$ cat config.mk
export PLATFORM = sky130hd
export DESIGN_NAME = bignum_boolean_limb_engine
export DESIGN_NICKNAME = d
export VERILOG_FILES = /design/src/design/ble_pkg.sv /design/src/design/ble_tc_limb.sv /design/src/design/ble_core.sv /design/src/design/bignum_boolean_limb_engine.sv
export SDC_FILE = /design/constraint.sdc
export NUM_CORES = 1
export LEC_CHECK = 0
export ABC_CLOCK_PERIOD_IN_PS = 16600
export BUFFER_PORTS_ARGS = -buffer_cell sky130_fd_sc_hd__buf_2
export CORE_MARGIN = 5
export CORE_UTILIZATION = 25
export CTS_CLUSTER_SIZE = 25
export DETAILED_ROUTE_END_ITERATION = 6
export PLACE_DENSITY_LB_ADDON = 0.08
export SYNTH_ARGS = -nofsm -noshare
export SYNTH_HDL_FRONTEND = slang
export SYNTH_SLANG_ARGS = --single-unit
$ cat constraint.sdc
create_clock -name clk_i -period 16.6 [get_ports clk_i]
set_clock_uncertainty 0.05 [all_clocks]
set_input_delay 0 -clock clk_i [delete_from_list [all_inputs] [get_ports clk_i]]
set_output_delay 0 -clock clk_i [all_outputs]
set_load 0.02 [all_outputs]
$ cat src/design/ble_pkg.sv
// ----------------------------------------------------------------------------
// ble_pkg
// Shared types, constants and the boolean function table for the boolean
// limb engine.
// ----------------------------------------------------------------------------
package ble_pkg;

  // Width of the limb ports
  localparam int unsigned PORT_BITS = 64;
  // Limb bits that take part in the operation (8 .. 64)
  localparam int unsigned LIMB_BITS = 64;

  typedef logic [LIMB_BITS-1:0] limb_t;

  // Two-operand boolean functions
  typedef enum logic [3:0] {
    FN_CLR   = 4'd0,
    FN_SET   = 4'd1,
    FN_A     = 4'd2,
    FN_B     = 4'd3,
    FN_NOTA  = 4'd4,
    FN_NOTB  = 4'd5,
    FN_AND   = 4'd6,
    FN_IOR   = 4'd7,
    FN_XOR   = 4'd8,
    FN_EQV   = 4'd9,
    FN_NAND  = 4'd10,
    FN_NOR   = 4'd11,
    FN_ANDC1 = 4'd12,
    FN_ANDC2 = 4'd13,
    FN_ORC1  = 4'd14,
    FN_ORC2  = 4'd15
  } func_e;

  // One input item as held in the input register
  typedef struct packed {
    func_e func;
    limb_t a_limb;
    logic  a_present;
    logic  a_negative;
    limb_t b_limb;
    logic  b_present;
    logic  b_negative;
    logic  final_limb;
  } item_t;

  // Apply a boolean function bitwise
  function automatic limb_t apply_func(func_e f, limb_t x, limb_t y);
    limb_t r;
    unique case (f)
      FN_CLR:   r = '0;
      FN_SET:   r = '1;
      FN_A:     r = x;
      FN_B:     r = y;
      FN_NOTA:  r = ~x;
      FN_NOTB:  r = ~y;
      FN_AND:   r = x & y;
      FN_IOR:   r = x | y;
      FN_XOR:   r = x ^ y;
      FN_EQV:   r = ~(x ^ y);
      FN_NAND:  r = ~(x & y);
      FN_NOR:   r = ~(x | y);
      FN_ANDC1: r = ~x & y;
      FN_ANDC2: r = x & ~y;
      FN_ORC1:  r = ~x | y;
      FN_ORC2:  r = x | ~y;
      default:  r = '0;
    endcase
    return r;
  endfunction

endpackage

$ cat src/design/ble_tc_limb.sv
// ----------------------------------------------------------------------------
// ble_tc_limb
// Two's-complement view of one sign-magnitude limb, with the pending +1
// carry of the negation tracked by a done flag.
// ----------------------------------------------------------------------------
module ble_tc_limb (
  input  ble_pkg::limb_t mag_i,
  input  logic           present_i,
  input  logic           negative_i,
  input  logic           done_i,
  output ble_pkg::limb_t value_o,
  output logic           done_o
);
  import ble_pkg::*;

  limb_t inv;

  assign inv = ~mag_i;

  // Absent limbs read as sign extension; a zero magnitude keeps the carry
  // pending (its negation is zero, which ~0 + 1 gives as well)
  always_comb begin
    value_o = mag_i;
    done_o  = done_i;
    if (!present_i) begin
      value_o = negative_i ? '1 : '0;
    end else if (negative_i) begin
      if (done_i) begin
        value_o = inv;
      end else begin
        value_o = inv + limb_t'(1);
        done_o  = |mag_i;
      end
    end
  end

endmodule

$ cat src/design/ble_core.sv
// ----------------------------------------------------------------------------
// ble_core
// Compute stage: converts both operands, applies the function, converts a
// negative result back to magnitude, and holds the three carry flags and
// the result register.
// ----------------------------------------------------------------------------
module ble_core (
  input  logic                           clk_i,
  input  logic                           rst_ni,
  input  logic                           valid_i,
  output logic                           ready_o,
  input  ble_pkg::item_t                 item_i,
  output logic                           valid_o,
  input  logic                           ready_i,
  output logic [ble_pkg::PORT_BITS-1:0]  result_limb_o,
  output logic                           result_negative_o,
  output logic                           result_last_o
);
  import ble_pkg::*;

  logic  a_done_q, b_done_q, r_done_q;
  logic  a_done_d, b_done_d, r_done_d;
  logic  a_done_n, b_done_n, r_done_n;
  limb_t x, y, r_tc, r_mag;
  limb_t sign_mask;
  logic  r_neg;
  logic  fire;
  logic  valid_q;
  limb_t limb_q;
  logic  neg_q, last_q;

  // Operand conversion
  ble_tc_limb u_conv_a (
    .mag_i      (item_i.a_limb),
    .present_i  (item_i.a_present),
    .negative_i (item_i.a_negative),
    .done_i     (a_done_q),
    .value_o    (x),
    .done_o     (a_done_n)
  );

  ble_tc_limb u_conv_b (
    .mag_i      (item_i.b_limb),
    .present_i  (item_i.b_present),
    .negative_i (item_i.b_negative),
    .done_i     (b_done_q),
    .value_o    (y),
    .done_o     (b_done_n)
  );

  // Result sign from the operands' sign masks
  assign sign_mask = apply_func(item_i.func,
                                item_i.a_negative ? '1 : '0,
                                item_i.b_negative ? '1 : '0);
  assign r_neg = sign_mask[0];
  assign r_tc  = apply_func(item_i.func, x, y);

  // Back to magnitude for a negative result
  ble_tc_limb u_conv_r (
    .mag_i      (r_tc),
    .present_i  (1'b1),
    .negative_i (r_neg),
    .done_i     (r_done_q),
    .value_o    (r_mag),
    .done_o     (r_done_n)
  );

  // Advance when the result register is free or being drained
  assign ready_o = !valid_q || ready_i;
  assign fire    = valid_i && ready_o;

  // Clear all carries after the final limb
  always_comb begin
    a_done_d = a_done_q;
    b_done_d = b_done_q;
    r_done_d = r_done_q;
    if (fire) begin
      if (item_i.final_limb) begin
        a_done_d = 1'b0;
        b_done_d = 1'b0;
        r_done_d = 1'b0;
      end else begin
        a_done_d = a_done_n;
        b_done_d = b_done_n;
        r_done_d = r_done_n;
      end
    end
  end

  always_ff @(posedge clk_i or negedge rst_ni) begin
    if (!rst_ni) begin
      a_done_q <= 1'b0;
      b_done_q <= 1'b0;
      r_done_q <= 1'b0;
      valid_q  <= 1'b0;
    end else begin
      a_done_q <= a_done_d;
      b_done_q <= b_done_d;
      r_done_q <= r_done_d;
      if (ready_o) begin
        valid_q <= valid_i;
      end
    end
  end

  // Load the result register
  always_ff @(posedge clk_i) begin
    if (fire) begin
      limb_q <= r_mag;
      neg_q  <= r_neg;
      last_q <= item_i.final_limb;
    end
  end

  assign valid_o           = valid_q;
  assign result_limb_o     = PORT_BITS'(limb_q);
  assign result_negative_o = neg_q;
  assign result_last_o     = last_q;

endmodule

$ cat src/design/bignum_boolean_limb_engine.sv
// ----------------------------------------------------------------------------
// bignum_boolean_limb_engine
// Boolean function on two sign-magnitude integers streamed one limb at a
// time in their two's-complement view.
// ----------------------------------------------------------------------------
// Path: input register, then the compute stage into the result register.
// Throughput: one limb per cycle while the output is not stalled; the carry
//   flags loop within the compute stage.
// Reset: rst_ni clears the valid bits and all three carry flags (carries
//   pending); the input is ready during reset and right after its release.
// ----------------------------------------------------------------------------
module bignum_boolean_limb_engine (
  input  logic                          clk_i,
  input  logic                          rst_ni,
  input  logic                          in_valid_i,
  output logic                          in_ready_o,
  input  logic [3:0]                    func_i,
  input  logic [ble_pkg::PORT_BITS-1:0] a_limb_i,
  input  logic                          a_present_i,
  input  logic                          a_negative_i,
  input  logic [ble_pkg::PORT_BITS-1:0] b_limb_i,
  input  logic                          b_present_i,
  input  logic                          b_negative_i,
  input  logic                          final_limb_i,
  output logic                          out_valid_o,
  input  logic                          out_ready_i,
  output logic [ble_pkg::PORT_BITS-1:0] result_limb_o,
  output logic                          result_negative_o,
  output logic                          result_last_o
);
  import ble_pkg::*;

  logic  in_valid_q;
  item_t item_q;
  logic  core_ready;

  // Input register advances when the compute stage takes its item
  assign in_ready_o = !in_valid_q || core_ready;

  always_ff @(posedge clk_i or negedge rst_ni) begin
    if (!rst_ni) begin
      in_valid_q <= 1'b0;
    end else if (in_ready_o) begin
      in_valid_q <= in_valid_i;
    end
  end

  // Capture the item, dropping limb bits above the limb width
  always_ff @(posedge clk_i) begin
    if (in_valid_i && in_ready_o) begin
      item_q.func       <= func_e'(func_i);
      item_q.a_limb     <= a_limb_i[LIMB_BITS-1:0];
      item_q.a_present  <= a_present_i;
      item_q.a_negative <= a_negative_i;
      item_q.b_limb     <= b_limb_i[LIMB_BITS-1:0];
      item_q.b_present  <= b_present_i;
      item_q.b_negative <= b_negative_i;
      item_q.final_limb <= final_limb_i;
    end
  end

  ble_core u_core (
    .clk_i             (clk_i),
    .rst_ni            (rst_ni),
    .valid_i           (in_valid_q),
    .ready_o           (core_ready),
    .item_i            (item_q),
    .valid_o           (out_valid_o),
    .ready_i           (out_ready_i),
    .result_limb_o     (result_limb_o),
    .result_negative_o (result_negative_o),
    .result_last_o     (result_last_o)
  );

endmodule

==> flow_metrics.tcl <==
set metrics [dict create \
    irDropWorstVdd_mv 0.07528 \
    ys.flop_type "edfxtp_1" \
    htree_levels 1 \
    io_buffer_count 208 \
    cts_setup_buffers 0 \
    slew_headroom_pct 10.53 \
    ys_seq_elements 208 \
    die_h_um 333.5 \
    mostFrequentLayoutCell "nand2_1" \
    routed_via_density 5.910 \
    postRouteAntennaNets 0 \
    clk_latency_ps 590 \
    critPathBufInv 3 \
    clock.fmax_ghz 0.1257 \
    worstPathRequired_ps 16880 \
    powerDensity_nw_per_um2 72.65 \
    drt_iter0_markers 3544 \
    synth_nets 3660 \
    place_ws_ps 8863 \
    final_cell_mix "nand2_1 (343), nor2_1 (258), buf_2 (208), a21oi_1 (203), edfxtp_1 (203)" \
    nets 3854 \
    cts_sinks 208 \
    min_period_ps 7954 \
    antenna_found_initial 3 \
    initial_utilization_pct 25.21 \
    cts_buffers 26 \
    min_path_type "in -> reg" \
    cts_tree "yes" \
    slowest_delay_ps 610 \
    crit_arrival_ps 8230 \
    grt.total_usage_pct 26.53 \
    grt_max_degree 127 \
    drt-pass1-iter-count 6 \
    worst_pin_slew_ps 1330 \
    hpwlAfterDp_um 116600 \
    rsz0062_at_grt "false" \
    wirelength_um 155400 \
    hold_viol 0 \
    hold_ws_ps 61.72 \
    die-area_um2 111200 \
    grt_overflow 0 \
    crit_slowest_cell "nand4_1" \
    path_cells "buf_4 -> buf_4 -> or3b_2 -> nor4_1 -> nand4_1 -> o31ai_1 -> xnor2_1 -> inv_1 -> ha_1 -> mux2i_1 -> o22ai_1 -> a221oi_1 -> o21ai_0 -> a2111o_1 -> a211oi_1 -> nand4_1 -> nor4_1 -> and3_1 -> and4bb_2 -> a21oi_1 -> xor2_1" \
    clk_pin_slew_ps 60 \
    grt_pass1_wl_um 216300 \
    async_reset_ff_share_pct 2.404 \
    status "completed" \
    via_count 29220 \
    netlist_area_um2 26170 \
    globalplace.congestion 0.9583 \
    p_leak_nw 11.44 \
    fp-row-count 118 \
    cp-end-kind "flop" \
    netlist_instances 3348 \
    min_period_over_period_pct 47.91 \
    slew_violations 0 \
    wl_per_cell_um 31.42 \
    critPathTopFamily "simple AND/OR/NAND/NOR gates" \
    core_um2 103800 \
    pin_count 209 \
    root_buffer "clkbuf_16" \
    drive_above_1_share_pct 13.40 \
    synth_edf_count 203 \
    synth.avg_cell_area_um2 7.816 \
    yosysSeqAreaShare_pct 23.77 \
    cts-resized-gates 0 \
    crit_type "reg -> reg" \
    synth.yosys.warnings 0 \
    die_w_um 333.5 \
    yosysUniqueCellTypes 107 \
    worstSetupStartpointType "flop" \
    cp_max_fo 74 \
    drc 0 \
    grt_pass1_vias 27640 \
    drv_cap 0 \
    worst_slack_ps 8646 \
    syn2layout_area_growth_pct 18.32 \
    final.setup.tns_ps 0 \
    cts_buffer_depth 3 \
    finalSetupViolations 0 \
]
## Yosys cell counts, types with 14 or more instances
| cell | n | area share, % |
|---|---|---|
| nand2_1 | 344 | 4.9 |
| nor2_1 | 259 | 3.7 |
| a21oi_1 | 203 | 3.9 |
| edfxtp_1 | 203 | 23 |
| clkbuf_1 | 189 | 2.7 |
| o21ai_0 | 180 | 3.4 |
| ha_1 | 171 | 8.2 |
| mux2i_1 | 137 | 5.2 |
| nand3_1 | 113 | 2.2 |
| nor3_1 | 110 | 2.1 |
| inv_1 | 109 | 1.6 |
| xnor2_1 | 84 | 2.8 |
| nor4_1 | 78 | 1.9 |
| nand4_1 | 66 | 1.6 |
| a31oi_1 | 65 | 1.6 |
| buf_2 | 54 | 1.0 |
| nand2b_1 | 51 | 1.2 |
| or3_1 | 50 | 1.2 |
| xor2_1 | 50 | 1.7 |
| or4_1 | 48 | 1.4 |
| o22ai_1 | 46 | 1.1 |
| a211oi_1 | 44 | 1.3 |
| buf_1 | 34 | 0.49 |
| nor2b_1 | 33 | 0.79 |
| o211ai_1 | 30 | 0.86 |
| o31ai_1 | 28 | 0.80 |
| and3_1 | 27 | 0.65 |
| a221oi_1 | 24 | 0.80 |
| or2_2 | 24 | 0.57 |
| and2_1 | 23 | 0.55 |
| o221ai_1 | 23 | 0.77 |
| a211o_1 | 20 | 0.67 |
| o41ai_1 | 19 | 0.64 |
| a21o_1 | 18 | 0.52 |
| a22oi_1 | 18 | 0.52 |
| mux2_2 | 18 | 0.77 |
| nand3b_1 | 16 | 0.46 |
| a41oi_1 | 15 | 0.50 |
| nor4b_1 | 14 | 0.47 |
| o2111ai_1 | 14 | 0.47 |
## kinds of logic after synthesis
kind of cell / synth area share, %
adders and majority gates: 8.176
muxes: 6.101
AOI/OAI and AO/OA: 23.85
buffers and inverters: 6.340
DFF: 23.77
and+or+nand+nor: 27.21
xor gates and xnor gates: 4.547
## stage by stage
| stage | cells | utilization (%) | area, um2 | total power [mW] |
|---|---|---|---|---|
| global route | 4942 | 29.83 | 30960 | 2.353 |
| global placement | 4752 | 27.65 | 28690 | 1.646 |
| floorplan | 3348 | - | 26170 | 1.259 |
| detailed placement | 4752 | 27.65 | 28690 | 1.640 |
| CTS | 4941 | 29.82 | 30950 | 2.254 |
| finish | 4944 | 29.83 | 30960 | 2.249 |
## registers in the layout, summed over array words and instances (netlist names)
signal                    flops
in_valid_q                    1
item_q                      137
u_core.a_done_q               1
u_core.b_done_q               1
u_core.valid_o                1
u_core.result_limb_o         64
u_core.result_last_o          1
u_core.result_negative_o      1
u_core.r_done_q               1
## where the power goes
part / switching, mW / internal (mW) / leakage [nW]
sequential: 0.0580 / 0.657 / 2.01
clock: 0.240 / 0.333 / 0.408
combinational: 0.650 / 0.311 / 9.02
## final cells by class
| class | count | area, um2 |
|---|---|---|
| diodes | 3 | 7.507 |
| clock buffers | 30 | 665.6 |
| clock inverters | 17 | 173.9 |
| fillers | 11240 | 72830 |
| inverters | 115 | 431.7 |
| multi-input cells | 2733 | 18410 |
| flip-flops and latches | 208 | 6221 |
| well taps | 1380 | 1727 |
| repair buffers | 458 | 3323 |
## worst paths after layout
check                                             from                                  to  slack [ps]  cells past startpoint
worst min register to register  in_valid_q$_DFFE_PN0N_          u_core.valid_o$_DFFE_PN0P_         450                      1
worst max register to register    item_q[68]$_DFFE_PP_  u_core.result_limb_o[62]$_DFFE_PP_        8650                     21
worst max-delay path              item_q[68]$_DFFE_PP_  u_core.result_limb_o[62]$_DFFE_PP_        8650                     21
min in group asynchronous                       rst_ni         u_core.r_done_q$_DFFE_PN0P_         470                      3
worst min-delay path                      b_limb_i[38]                item_q[41]$_DFFE_PP_          60                      2
max in group asynchronous                       rst_ni         u_core.a_done_q$_DFFE_PN0P_       15640                      3
## routing by layer
| layer | wire length (um) | global-route usage (%) | up-vias |
|---|---|---|---|
| li1 | - | - | 13100 |
| met1 | 67510 | 36.35 | 14490 |
| met2 | 67500 | 41.29 | 1369 |
| met3 | 11170 | 3.420 | 257 |
| met4 | 9174 | 12.84 | 0 |
| met5 | 0 | 0 | - |
## timing repair
item | in CTS | in global routing
setup endpoints to repair | 0 | 0
hold buffers | 142 | 0
endpoints found under the hold margin | 164 | 0
Power figures use the tool's default switching activity.
